[src/hdl/polynomial_newton_root_finder_assert.svh]
// Assertion macros for the polynomial root finder.
`ifndef POLYNOMIAL_NEWTON_ROOT_FINDER_ASSERT_SVH
`define POLYNOMIAL_NEWTON_ROOT_FINDER_ASSERT_SVH
// Implication checked on every clock edge outside reset.
`define PNR_ASSERT_IMPLY(label, clk, rst, cond, prop, msg) \
   label: assert property (@(posedge clk) disable iff (rst) (cond) |-> (prop)) \
      else $error(msg);
// Next-cycle implication checked outside reset.
`define PNR_ASSERT_NEXT(label, clk, rst, cond, prop, msg) \
   label: assert property (@(posedge clk) disable iff (rst) (cond) |=> (prop)) \
      else $error(msg);
`endif

[src/hdl/pnrf_pkg.sv]
package pnrf_pkg;
   localparam int FRAC_BITS = 24;
   localparam int QW = 24 + FRAC_BITS;
   localparam int COEF_W = 5;
   localparam int DEG_W = 3;
   localparam int CSR_W = 5;
   localparam int ROOT_W = 32;
   localparam int STAT_W = 2;
   localparam int ITER_W = 7;

   localparam logic [DEG_W-1:0] CSR_DEGREE = 3'd0;
   localparam logic [DEG_W-1:0] CSR_COEF_0 = 3'd1;
   localparam logic [DEG_W-1:0] CSR_COEF_4 = 3'd5;

   localparam logic [STAT_W-1:0] ST_ZERO_STEP = 2'd0;
   localparam logic [STAT_W-1:0] ST_ZERO_DERIV = 2'd1;
   localparam logic [STAT_W-1:0] ST_LIMIT = 2'd2;

   typedef logic [QW-1:0] q_type;

   typedef struct packed {
      logic          start;
      logic          is_div;
      logic [QW-1:0] a;
      logic [QW-1:0] b;
   } op_req_type;

   typedef struct packed {
      logic          done;
      logic [QW-1:0] result;
   } op_rsp_type;
endpackage

[src/hdl/pnrf_req_if.sv]
interface pnrf_req_if;
   logic valid;
   logic ready;
   logic start_req;
   modport source (output valid, output start_req, input ready);
   modport sink (input valid, input start_req, output ready);
endinterface

[src/hdl/pnrf_rsp_if.sv]
interface pnrf_rsp_if;
   logic        valid;
   logic        ready;
   logic [31:0] root;
   logic [1:0]  status;
   logic [6:0]  iterations;
   modport source (output valid, output root, output status, output iterations, input ready);
   modport sink (input valid, input root, input status, input iterations, output ready);
endinterface

[src/hdl/pnrf_muldiv.sv]
module pnrf_muldiv (
   input  logic                clock,
   input  logic                reset,
   input  pnrf_pkg::op_req_type op_req,
   output pnrf_pkg::op_rsp_type op_rsp
);
   import pnrf_pkg::*;

   // Shared unit: Q fixed-point multiply (16 bits a cycle) or restoring divide
   // (one quotient bit a cycle) on magnitudes, then sign and saturation.
   localparam int W = QW;
   localparam int PW = 2 * W;
   localparam int DN = W + FRAC_BITS;
   localparam int CW = $clog2(DN + 2);
   localparam logic [W-1:0] QMAX = {1'b0, {(W-1){1'b1}}};
   localparam logic [W:0] LIMP = {2'b00, {(W-1){1'b1}}};
   localparam logic [W:0] LIMN = {2'b01, {(W-1){1'b0}}};
   localparam int MCH = 16;
   localparam int MSTEPS = W / MCH;

   logic          busy_ff, busy_in;
   logic          div_ff, div_in;
   logic          neg_ff, neg_in;
   logic [CW-1:0] cnt_ff, cnt_in;
   logic [W-1:0]  ma_ff, ma_in;
   logic [W-1:0]  mb_ff, mb_in;
   logic [PW-1:0] acc_ff, acc_in;
   logic [W:0]    rem_ff, rem_in;
   logic [DN-1:0] num_ff, num_in;
   logic [DN-1:0] quo_ff, quo_in;
   logic          done_ff, done_in;
   logic [W-1:0]  res_ff, res_in;

   logic [W-1:0]    abs_a, abs_b;
   logic [W:0]      rsh;
   logic [W+MCH-1:0] part;
   logic [PW-1:0]   pshift;
   logic [W:0]      mag;
   logic            ovf;

   always_comb begin
      abs_a = op_req.a[W-1] ? W'(-op_req.a) : op_req.a;
      abs_b = op_req.b[W-1] ? W'(-op_req.b) : op_req.b;
      rsh = {rem_ff[W-1:0], num_ff[DN-1]};
      part = ma_ff * mb_ff[MCH-1:0];
      pshift = PW'(part) << (MCH * (int'(cnt_ff)));
      ovf = 1'b0;
      mag = '0;
      if (div_ff) begin
         ovf = |quo_ff[DN-1:W];
         mag = {1'b0, quo_ff[W-1:0]};
      end else begin
         ovf = |acc_ff[PW-1:W+FRAC_BITS];
         mag = {1'b0, acc_ff[W+FRAC_BITS-1:FRAC_BITS]};
      end
      busy_in = busy_ff;
      div_in = div_ff;
      neg_in = neg_ff;
      cnt_in = cnt_ff;
      ma_in = ma_ff;
      mb_in = mb_ff;
      acc_in = acc_ff;
      rem_in = rem_ff;
      num_in = num_ff;
      quo_in = quo_ff;
      done_in = 1'b0;
      res_in = res_ff;
      if (!busy_ff) begin
         if (op_req.start) begin
            busy_in = 1'b1;
            div_in = op_req.is_div;
            neg_in = op_req.a[W-1] ^ op_req.b[W-1];
            cnt_in = '0;
            ma_in = abs_a;
            mb_in = abs_b;
            acc_in = '0;
            rem_in = '0;
            num_in = {abs_a, {FRAC_BITS{1'b0}}};
            quo_in = '0;
         end
      end else if (div_ff) begin
         if (cnt_ff == CW'(DN)) begin
            busy_in = 1'b0;
            done_in = 1'b1;
         end else begin
            cnt_in = cnt_ff + 1'b1;
            num_in = num_ff << 1;
            if (rsh >= {1'b0, mb_ff}) begin
               rem_in = rsh - {1'b0, mb_ff};
               quo_in = {quo_ff[DN-2:0], 1'b1};
            end else begin
               rem_in = rsh;
               quo_in = {quo_ff[DN-2:0], 1'b0};
            end
         end
      end else begin
         if (cnt_ff == CW'(MSTEPS)) begin
            busy_in = 1'b0;
            done_in = 1'b1;
         end else begin
            cnt_in = cnt_ff + 1'b1;
            acc_in = acc_ff + pshift;
            mb_in = mb_ff >> MCH;
         end
      end
      if (done_in) begin
         if (neg_ff) begin
            res_in = (ovf || mag > LIMN) ? W'(LIMN) : W'(-mag);
         end else begin
            res_in = (ovf || mag > LIMP) ? QMAX : mag[W-1:0];
         end
      end
   end

   always_ff @(posedge clock) begin
      if (reset) begin
         busy_ff <= 1'b0;
         done_ff <= 1'b0;
      end else begin
         busy_ff <= busy_in;
         done_ff <= done_in;
      end
      div_ff <= div_in;
      neg_ff <= neg_in;
      cnt_ff <= cnt_in;
      ma_ff <= ma_in;
      mb_ff <= mb_in;
      acc_ff <= acc_in;
      rem_ff <= rem_in;
      num_ff <= num_in;
      quo_ff <= quo_in;
      res_ff <= res_in;
   end

   assign op_rsp.done = done_ff;
   assign op_rsp.result = res_ff;
endmodule

[src/hdl/polynomial_newton_root_finder.sv]
// Channel   Dir  Signals
// req       in   valid, ready, start_req
// rsp       out  valid, ready, root, status, iterations
// csr       in   csr_write, csr_index, csr_data
// One search takes up to MAX_ITERATIONS iterations; each runs up to 2*MAX_DEGREE-1
// multiplies and one division in the shared unit, plus the sequencer states.
// A request with start_req low is accepted and gives no response.
// Reset is synchronous and clears the degree and coefficient registers and the sequencer.
// While a search runs or a response waits, req.ready stays low.
module polynomial_newton_root_finder #(
   parameter int MAX_DEGREE = 4,
   parameter int MAX_ITERATIONS = 100
) (
   input  logic                         clock,
   input  logic                         reset,
   pnrf_req_if.sink                     req,
   pnrf_rsp_if.source                   rsp,
   input  logic                         csr_write,
   input  logic [pnrf_pkg::DEG_W-1:0]   csr_index,
   input  logic [pnrf_pkg::CSR_W-1:0]   csr_data
);
   import pnrf_pkg::*;
`include "polynomial_newton_root_finder_assert.svh"

   localparam int W = QW;
   localparam int NC = 5;
   localparam int IW = $clog2(MAX_ITERATIONS + 1);
   localparam int DGW = $clog2(MAX_DEGREE + 1);
   localparam logic [W-1:0] QMAX = {1'b0, {(W-1){1'b1}}};
   localparam logic [W-1:0] QMIN = {1'b1, {(W-1){1'b0}}};

   localparam logic [3:0] S_IDLE = 4'd0;
   localparam logic [3:0] S_DINIT = 4'd1;
   localparam logic [3:0] S_DMUL = 4'd2;
   localparam logic [3:0] S_DWAIT = 4'd3;
   localparam logic [3:0] S_PINIT = 4'd4;
   localparam logic [3:0] S_PMUL = 4'd5;
   localparam logic [3:0] S_PWAIT = 4'd6;
   localparam logic [3:0] S_DIV = 4'd7;
   localparam logic [3:0] S_DIVW = 4'd8;
   localparam logic [3:0] S_FIN = 4'd9;
   localparam logic [3:0] S_OUT = 4'd10;

   logic [DEG_W-1:0]  degree_ff;
   logic [COEF_W-1:0] coef_ff [NC];
   logic [3:0]        state_ff, state_in;
   logic [W-1:0]      x_ff, x_in;
   logic [W-1:0]      acc_ff, acc_in;
   logic [W-1:0]      d_ff, d_in;
   logic [DGW-1:0]    deg_ff, deg_in;
   logic [DGW-1:0]    k_ff, k_in;
   logic [IW-1:0]     it_ff, it_in;
   logic [STAT_W-1:0] stat_ff, stat_in;
   logic [ROOT_W-1:0] root_ff, root_in;
   op_req_type        op_req;
   op_rsp_type        op_rsp;

   logic [W-1:0]   cterm, dterm, sum, diffx;
   logic [W+1:0]   sumw, diffw;
   logic [W-1:0]   absx;
   logic [W-FRAC_BITS+16-1:0] mr;

   // Coefficient i as Q value (unused above coef_4), and i*coef_i saturated.
   function automatic logic [W-1:0] coef_q(input logic [DGW-1:0] i,
                                           input logic [DGW:0] mulby);
      logic signed [COEF_W+DGW+1:0] c;
      logic signed [W+1:0] v;
      begin
         c = '0;
         if (int'(i) < NC) c = (COEF_W+DGW+2)'(signed'(coef_ff[i]));
         c = c * signed'({1'b0, mulby});
         v = (W+2)'(c) <<< FRAC_BITS;
         if (v > signed'({2'b00, QMAX})) coef_q = QMAX;
         else if (v < signed'({2'b11, QMIN})) coef_q = QMIN;
         else coef_q = v[W-1:0];
      end
   endfunction

   function automatic logic [W-1:0] sat_add(input logic [W+1:0] s);
      begin
         if (signed'(s) > signed'({2'b00, QMAX})) sat_add = QMAX;
         else if (signed'(s) < signed'({2'b11, QMIN})) sat_add = QMIN;
         else sat_add = s[W-1:0];
      end
   endfunction

   pnrf_muldiv u_unit (
      .clock  (clock),
      .reset  (reset),
      .op_req (op_req),
      .op_rsp (op_rsp)
   );

   always_comb begin
      cterm = coef_q(k_ff, (DGW+1)'(1));
      dterm = coef_q(k_ff, {1'b0, k_ff});
      sumw = {{2{op_rsp.result[W-1]}}, op_rsp.result}
         + {{2{(state_ff == S_PWAIT) ? cterm[W-1] : dterm[W-1]}},
            (state_ff == S_PWAIT) ? cterm : dterm};
      sum = sat_add(sumw);
      diffw = {{2{x_ff[W-1]}}, x_ff} - {{2{op_rsp.result[W-1]}}, op_rsp.result};
      diffx = sat_add(diffw);
      absx = x_ff[W-1] ? W'(-x_ff) : x_ff;
      mr = absx[W-1:FRAC_BITS-16];
      root_in = root_ff;
      if (x_ff[W-1]) begin
         root_in = (mr > (W-FRAC_BITS+16)'(33'h080000000)) ? 32'h80000000
            : ROOT_W'(-mr);
      end else begin
         root_in = (mr > (W-FRAC_BITS+16)'(32'h7fffffff)) ? 32'h7fffffff
            : mr[ROOT_W-1:0];
      end

      state_in = state_ff;
      x_in = x_ff;
      acc_in = acc_ff;
      d_in = d_ff;
      deg_in = deg_ff;
      k_in = k_ff;
      it_in = it_ff;
      stat_in = stat_ff;
      op_req = '0;
      case (state_ff)
         S_IDLE: begin
            if (req.valid) begin
               deg_in = (int'(degree_ff) > MAX_DEGREE) ? DGW'(MAX_DEGREE)
                  : DGW'(degree_ff);
               x_in = '0;
               it_in = '0;
               state_in = req.start_req ? S_DINIT : S_IDLE;
            end
         end
         S_DINIT: begin
            if (deg_ff == '0) begin
               stat_in = ST_ZERO_DERIV;
               state_in = S_FIN;
            end else begin
               acc_in = coef_q(deg_ff, {1'b0, deg_ff});
               k_in = deg_ff - 1'b1;
               state_in = S_DMUL;
            end
         end
         S_DMUL: begin
            if (k_ff == '0) begin
               d_in = acc_ff;
               if (acc_ff == '0) begin
                  stat_in = ST_ZERO_DERIV;
                  state_in = S_FIN;
               end else begin
                  state_in = S_PINIT;
               end
            end else begin
               op_req.start = 1'b1;
               op_req.a = acc_ff;
               op_req.b = x_ff;
               state_in = S_DWAIT;
            end
         end
         S_DWAIT: begin
            if (op_rsp.done) begin
               acc_in = sum;
               k_in = k_ff - 1'b1;
               state_in = S_DMUL;
            end
         end
         S_PINIT: begin
            acc_in = coef_q(deg_ff, (DGW+1)'(1));
            k_in = deg_ff;
            state_in = S_PMUL;
         end
         S_PMUL: begin
            if (k_ff == '0) begin
               state_in = S_DIV;
            end else begin
               op_req.start = 1'b1;
               op_req.a = acc_ff;
               op_req.b = x_ff;
               k_in = k_ff - 1'b1;
               state_in = S_PWAIT;
            end
         end
         S_PWAIT: begin
            if (op_rsp.done) begin
               acc_in = sum;
               state_in = S_PMUL;
            end
         end
         S_DIV: begin
            op_req.start = 1'b1;
            op_req.is_div = 1'b1;
            op_req.a = acc_ff;
            op_req.b = d_ff;
            state_in = S_DIVW;
         end
         S_DIVW: begin
            if (op_rsp.done) begin
               x_in = diffx;
               it_in = it_ff + 1'b1;
               if (diffx == x_ff) begin
                  stat_in = ST_ZERO_STEP;
                  state_in = S_FIN;
               end else if (it_ff == IW'(MAX_ITERATIONS - 1)) begin
                  stat_in = ST_LIMIT;
                  state_in = S_FIN;
               end else begin
                  state_in = S_DINIT;
               end
            end
         end
         S_FIN: state_in = S_OUT;
         S_OUT: begin
            if (rsp.ready) state_in = S_IDLE;
         end
         default: state_in = S_IDLE;
      endcase
   end

   always_ff @(posedge clock) begin
      if (reset) begin
         state_ff <= S_IDLE;
         degree_ff <= '0;
         for (int i = 0; i < NC; i++) coef_ff[i] <= '0;
      end else begin
         state_ff <= state_in;
         if (csr_write) begin
            if (csr_index == CSR_DEGREE) begin
               degree_ff <= csr_data[DEG_W-1:0];
            end else if (csr_index >= CSR_COEF_0 && csr_index <= CSR_COEF_4) begin
               coef_ff[csr_index - CSR_COEF_0] <= csr_data;
            end
         end
      end
      x_ff <= x_in;
      acc_ff <= acc_in;
      d_ff <= d_in;
      deg_ff <= deg_in;
      k_ff <= k_in;
      it_ff <= it_in;
      stat_ff <= stat_in;
      if (state_ff == S_FIN) root_ff <= root_in;
   end

   assign req.ready = (state_ff == S_IDLE);
   assign rsp.valid = (state_ff == S_OUT);
   assign rsp.root = root_ff;
   assign rsp.status = stat_ff;
   assign rsp.iterations = ITER_W'(it_ff);

   `PNR_ASSERT_IMPLY(a_no_overlap, clock, reset, rsp.valid, !req.ready, "ready while response pending")
   `PNR_ASSERT_IMPLY(a_iter_limit, clock, reset, rsp.valid, it_ff <= IW'(MAX_ITERATIONS), "iteration count beyond limit")
   `PNR_ASSERT_NEXT(a_done_idle, clock, reset, op_rsp.done, !op_rsp.done, "unit done held two cycles")
endmodule
[src/flat_wrapper.sv]
// flat-port wrapper written by rule: the top's interface ports become plain ports
module polynomial_newton_root_finder_flat import pnrf_pkg::*;
#(
   parameter int MAX_DEGREE = 4,
   parameter int MAX_ITERATIONS = 100
)
  (clock, reset, csr_write, csr_index, csr_data, req_valid, req_start_req, req_ready, rsp_valid, rsp_root, rsp_status, rsp_iterations, rsp_ready);
  pnrf_req_if req_i ();
  pnrf_rsp_if rsp_i ();
  input  logic clock;
  input  logic reset;
  input  logic csr_write;
  input  logic [pnrf_pkg::DEG_W-1:0] csr_index;
  input  logic [pnrf_pkg::CSR_W-1:0] csr_data;
  input wire logic [$bits(req_i.valid)-1:0] req_valid;
  input wire logic [$bits(req_i.start_req)-1:0] req_start_req;
  output wire logic [$bits(req_i.ready)-1:0] req_ready;
  output wire logic [$bits(rsp_i.valid)-1:0] rsp_valid;
  output wire logic [$bits(rsp_i.root)-1:0] rsp_root;
  output wire logic [$bits(rsp_i.status)-1:0] rsp_status;
  output wire logic [$bits(rsp_i.iterations)-1:0] rsp_iterations;
  input wire logic [$bits(rsp_i.ready)-1:0] rsp_ready;
  assign req_i.valid = req_valid;
  assign req_i.start_req = req_start_req;
  assign req_ready = req_i.ready;
  assign rsp_valid = rsp_i.valid;
  assign rsp_root = rsp_i.root;
  assign rsp_status = rsp_i.status;
  assign rsp_iterations = rsp_i.iterations;
  assign rsp_i.ready = rsp_ready;
  polynomial_newton_root_finder #(.MAX_DEGREE(MAX_DEGREE), .MAX_ITERATIONS(MAX_ITERATIONS)) u_core (.clock(clock), .reset(reset), .req(req_i), .rsp(rsp_i), .csr_write(csr_write), .csr_index(csr_index), .csr_data(csr_data));
endmodule
[config.mk]
export PLATFORM = sky130hd
export DESIGN_NAME = polynomial_newton_root_finder_flat
export DESIGN_NICKNAME = d
export VERILOG_FILES = /design/src/hdl/pnrf_pkg.sv /design/src/hdl/pnrf_req_if.sv /design/src/hdl/pnrf_rsp_if.sv /design/src/hdl/pnrf_muldiv.sv /design/src/hdl/polynomial_newton_root_finder.sv /design/src/flat_wrapper.sv
export VERILOG_INCLUDE_DIRS = /design/src /design/src/hdl
export SDC_FILE = /design/constraint.sdc
export NUM_CORES = 2
export LEC_CHECK = 0
export ABC_AREA = 1
export BUFFER_PORTS_ARGS = -buffer_cell sky130_fd_sc_hd__buf_4
export CAP_MARGIN = 20
export CORE_ASPECT_RATIO = 0.7
export CORE_MARGIN = 3
export CORE_UTILIZATION = 59
export CTS_BUF_LIST = sky130_fd_sc_hd__clkbuf_16
export DETAILED_ROUTE_END_ITERATION = 12
export PLACE_DENSITY = 0.75
export SLEW_MARGIN = 0
export SYNTH_ARGS = -nofsm -noshare
export SYNTH_HDL_FRONTEND = slang
export SYNTH_HIERARCHICAL = 1
export SYNTH_SLANG_ARGS = --single-unit
export TNS_END_PERCENT = 100
[constraint.sdc]
create_clock -name clock -period 12.3 [get_ports clock]
set_input_delay 1.23 -clock clock [delete_from_list [all_inputs] [get_ports clock]]
set_output_delay 1.23 -clock clock [all_outputs]
set_load 0.02 [all_outputs]
; Word level (Yosys, flattened, before mapping)
; Memory sizes are Yosys's and may differ from the RTL's. A register that Yosys moved wholly into a read port is not among the register bits.
; Index checks and enable logic that the tools add are counted.
[totals]
inputBits = 14
register_bits = 641
mem_bits_rw = 25
mem_count = 1
output_inout_bits = 43
elab_cells = 244
[op_classes]
n_addsub = 14
n_shift = 1
magnitude_cmp = 22
n_mux = 117
bitwise = 2
multipliers = 3
n_reduce_logical = 30
n_eq_ne = 32
[memory_table]
columns = name, words, word_bits, rd, rd_clocked_by_memory_dff, write_ports, line_no
row1 = u_core.coef_ff, 5, 5, 2, 2, 5, polynomial_newton_root_finder.sv:45  ; logic [COEF_W-1:0] coef_ff [NC];
[op_table]
columns = op, n
row1 = 2-to-1 mux 48 bit, 33
row2 = 2-to-1 mux 72 bit, 8
row3 = 2-to-1 mux 96 bit, 5
row4 = "> comparator 34 x 48 -> 1 bit, second input constant", 4
row5 = "< comparator 34 x 48 -> 1 bit, second input constant", 4
row6 = negation 48 bit, 4
row7 = case mux 96 bit (2 select lines), 1
row8 = case mux 48 bit (3 select lines), 1
row9 = "> comparator 50 x 48 -> 1 bit, second input constant", 2
row10 = "< comparator 50 x 48 -> 1 bit, second input constant", 2
row11 = adder 96 bit, 1
row12 = 2-to-1 mux 32 bit, 3
row13 = case mux 48 bit (2 select lines), 1
row14 = << shifter 64 x 11 -> 96 bit, 1
row15 = multiplier 48 x 16 -> 64 bit, 1
row16 = adder 48 x 49 -> 50 bit, 1
row17 = 2-to-1 mux 10 bit, 5
row18 = >= comparator 49 x 48 -> 1 bit, 1
row19 = 2-to-1 mux 7 bit, 7
row20 = subtractor 48 x 48 -> 49 bit, 1
row21 = equality test 48 bit, 1
row22 = "> comparator 48 x 47 -> 1 bit, second input constant", 1
row23 = "> comparator 48 bit, second input constant", 1
row24 = zero test 48 bit, 1
row25 = 48 further kinds, 131

; Depth between registers and ports, before layout
[depth]
ltp_word = 13
ltp_mapped = 51
depth_no_buf = 49

; By module
; Netlist, hierarchy kept.
[modules_own_cells]
columns = mod, area_each_um2, cells_per_inst, instances, seq_area_each_um2
row1 = pnrf_muldiv, 59010.3, 8244, 1, 12562.0
row2 = polynomial_newton_root_finder, 20798.7, 2979, 1, 7196.9

; Worst setup path before layout
; No wires, ideal clock.
[synth_timing]
path_kind = register to register
start = register u_core.state_ff[2]
end = register u_core.u_unit.num_ff[24] (enable)
path_buffers = 2
slack_ps = 1909
stages_incl_launch_ff = 13
setup_time_ps = 752
t_required_ps = 11548
period_less_slack_ps = 10391
arrival_time_ps = 9639
path_cell_list = dfxtp_1 inv_1 nor2_1 inv_1 nor2_1 nor2_1 nor2_1 nor2_1 clkbuf_1 buf_1 inv_1 nor2_1 a21oi_1
[synth_rtl]
columns = item, line_no
row1 = "start, declared", polynomial_newton_root_finder.sv:46  ; logic [3:0] state_ff, state_in;
row2 = "start signal, assigned", polynomial_newton_root_finder.sv:224  ; state_ff <= state_in;
row3 = "end signal, assigned", pnrf_muldiv.sv:130  ; num_ff <= num_in;
row4 = "end, declared", pnrf_muldiv.sv:29  ; logic [DN-1:0] num_ff, num_in;

; Worst setup path after layout
[layout_timing]
start = register u_core.u_unit.mb_ff[4]
end = register u_core.u_unit.acc_ff[88] (data pin)
[layout_via]
elab_chain_cells = 6
[layout_lines]
columns = item, line_no
row1 = "start, declared", pnrf_muldiv.sv:26  ; logic [W-1:0] mb_ff, mb_in;
row2 = "start signal, assigned", pnrf_muldiv.sv:127  ; mb_ff <= mb_in;
row3 = multiplier 48 x 16 -> 64 bit, pnrf_muldiv.sv:45  ; part = ma_ff * mb_ff[MCH-1:0];
row4 = << shifter 64 x 11 -> 96 bit, pnrf_muldiv.sv:46  ; pshift = PW'(part) << (MCH * (int'(cnt_ff)));
row5 = adder 96 bit, pnrf_muldiv.sv:102  ; acc_in = acc_ff + pshift;
row6 = 2-to-1 mux 96 bit, pnrf_muldiv.sv:97  ; if (cnt_ff == CW'(MSTEPS)) begin
row7 = 2-to-1 mux 96 bit, pnrf_muldiv.sv:81  ; end else if (div_ff) begin
row8 = 2-to-1 mux 96 bit, pnrf_muldiv.sv:68  ; if (!busy_ff) begin
row9 = "end signal, assigned", pnrf_muldiv.sv:128  ; acc_ff <= acc_in;
row10 = "end, declared", pnrf_muldiv.sv:27  ; logic [PW-1:0] acc_ff, acc_in;
; Every way passes these cells. The select of a mux whose other input is x is not followed.
; A chain may end at the register's enable or synchronous reset.

==> metrics.cfg <==
[timing]
finalHoldViolations=0
setup-tns-final_ns=0
setup_violations=0
fin_skew_ns=0.04348
fmax_mhz=87.60
rsz0062_at_grt=no
period_share=0.9281
tightest_slew_ns=1.275
fin_crit_ns=11.42
finalMaxSlewViolations=0
slew_headroom=0.1474

[finish]
syn_to_final_growth_pct=5.711
drive_above_1_share=0.04149
final_nets=12137

[global_route]
grt_use_met3=0.1885
gr-total-overflow=0
grtUsageMet1=0.6355
grt_pass1_wl_mm=475.6
first_global_vias=74944
grt_max_degree=168
top_usage_layer=met1
grt_use_total=0.4569
antenna_found_initial=19
grt_use_met2=0.6197

[clocking]
clkTransAtPathRegs_ns=0.08
cts_resized=0
cts_buffers=76
clk_latency_ns=0.74
ctsHtreeMaxLevel=3
cts_hold_buf=0
cts_max_path_buffers=3
tritoncts=done
post_cts.repair.setup_buffers=0
root_buffer=clkbuf_16
cts_num_sinks=663

[drt]
vias=79450
wl_per_cell_um=25.22
viasPerCell=6.154
drt_iter0_drc=13600
first_pass_iters=10
drc=0
antenna_left=0
totalWireLength_mm=325.5

[synthesis]
ys_ff_latch=663
synth_most_common_cell=nand2_1
synthesis.nets=12288
yosysUniqueCellTypes=69
synth_edf_count=648
synth_area_leaders=edfxtp_1, fa_1, nand2_1, inv_1, ha_1
synth_top_area_cell=edfxtp_1
syn_area_per_cell_um2=7.111
async_flop_share=0
yosysTopAreaCellShare=0.2438
yosys_warnings=6
synth_cells=11223
ys_seq_area_frac=0.2476
ys_top_cells_by_count=nand2_1, inv_1, nor2_1
synth_ff_type=edfxtp_1
syn-cell-area_mm2=0.07981

[setup_path]
critPathKind=reg -> reg
slowest_stage=edfxtp_1
r2r-end=u_core/u_unit/acc_ff[88]$_SDFFCE_PN0P_
r2r_cells=40
cp-end-kind=register
cpPeakStageDelay_ns=1.07
arrival_ns=11.87
reg2reg_from=u_core/u_unit/mb_ff[4]$_DFFE_PP_
start_kind=register
rrSetupSlack_ns=0.88
required_ns=12.76
critical_path.max_fanout=15

[die]
dieHeight_um=313.7
rows=112
coreArea_mm2=0.1338
boundaryPins=57
die_area_mm2=0.1398
initial_core_util=0.5964
die_x_um=445.6

[placed_design]
place.gp.congestion=1.130
io_buffers=56
hpwl_mm=265.0

[hold_path]
worstHoldEndpoint=u_core/d_ff[6]$_DFFE_PP_
worstHoldStart=u_core/acc_ff[6]$_DFFE_PP_
whs_path_depth=0
hp-class=reg -> reg

[status]
status=complete, no violations

[job]
maxCapViolCount=0

-- logic make-up after synthesis --
family,share of synthesized area
simple gates,0.2576
flops,0.2476
compound gates,0.1142
fa+ha+maj,0.2265
buf+inv,0.1251
xor+xnor,0.02634
mux,0.002712
-- placed cells by master, fill, tap and decap left out, types with 14 or more instances in the layout --
cell type	n
nand2_1	2929
inv_1	2214
nor2_1	1113
fa_1	656
a21oi_1	650
edfxtp_1	648
o21ai_0	632
nand3_1	453
ha_1	395
xor2_1	172
buf_4	154
nand4_1	117
nor3_1	110
clkbuf_16	77
o21bai_1	71
xnor2_1	68
nor4_1	59
o211ai_1	52
a31oi_1	40
a21o_1	35
nand3b_1	34
nand2_2	33
o21ai_1	33
a21boi_0	32
o21a_1	30
or2_2	29
nor2_2	20
inv_2	18
nor2_4	17
o21ai_2	17
or2_1	17
clkinv_2	15
dfxtp_1	14
-- flip-flops by register name, indices dropped and copies added, names as in the netlist, 48 cells and up, named ones only --
register,flops
u_core/acc_ff,48
u_core/d_ff,48
u_core/u_unit/acc_ff,96
u_core/u_unit/ma_ff,48
u_core/u_unit/mb_ff,48
u_core/u_unit/num_ff,48
u_core/u_unit/quo_ff,72
u_core/u_unit/rem_ff,48
u_core/u_unit/res_ff,48
u_core/x_ff,48
-- routing by layer --
| metal | routed length (µm) | vias to the layer above | share of wire |
|---|---|---|---|
| met3 | 54820 | 1059 | 0.17 |
| met4 | 18590 | 26 | 0.057 |
| met2 | 125900 | 6161 | 0.39 |
| met1 | 126100 | 37257 | 0.39 |
| met5 | 167 | - | 0.00051 |
| li1 | - | 34947 | - |
-- final cells by class --
type / instances / area, µm²
clock buffer: 77 / 1927
timing repair buffer: 162 / 1321
tap: 1767 / 2211
clock inverter: 64 / 599.3
multi-input combinational: 7941 / 50160
fill: 11739 / 49460
inverter: 2228 / 8364
antenna: 8 / 20.02
sequential: 663 / 19760
-- how the worst max path moves through the flow --
stage,from,to,slack (ns),cells past startpoint
2_1_floorplan,u_core/state_ff[2]$_SDFFE_PP0P_,u_core/u_unit/num_ff[24]$_SDFFCE_PP0P_,1.91,12
3_3_place_gp,u_core/u_unit/mb_ff[7]$_DFFE_PP_,u_core/u_unit/acc_ff[88]$_SDFFCE_PN0P_,1.33,36
3_5_place_dp,u_core/u_unit/mb_ff[7]$_DFFE_PP_,u_core/u_unit/acc_ff[88]$_SDFFCE_PN0P_,1.42,36
4_1_cts,u_core/u_unit/mb_ff[7]$_DFFE_PP_,u_core/u_unit/acc_ff[88]$_SDFFCE_PN0P_,1.41,36
5_1_grt,u_core/u_unit/mb_ff[4]$_DFFE_PP_,u_core/u_unit/acc_ff[88]$_SDFFCE_PN0P_,0.73,40
6_report,u_core/u_unit/mb_ff[4]$_DFFE_PP_,u_core/u_unit/acc_ff[88]$_SDFFCE_PN0P_,0.88,40
-- per-stage QoR --
stage               cells  setup WS, ns  hold WS [ns]  utilization  area, µm²
finish              12910        0.8846        0.4548       0.6304      84370
global route        12903        0.7291        0.4587       0.6303      84350
CTS                 12896         1.410        0.4515       0.6293      84220
detailed placement  12755         1.419        0.4426       0.6105      81700
global placement    12752         1.333        0.4310       0.6103      81670
floorplan           11223         1.909        0.4264            -      79810
-- critical path, delay by kind of cell (launching register included) --
family	cells	cell delay (ns)
DFF	1	1.07
buffers and inverters	9	1.08
adders and majority gates	8	4.14
and+or+nand+nor	14	2.31
AOI/OAI and AO/OA	9	2.51
Power is not shown: default switching activity piles up to over one toggle a cycle in this logic, so the estimate is an artifact.
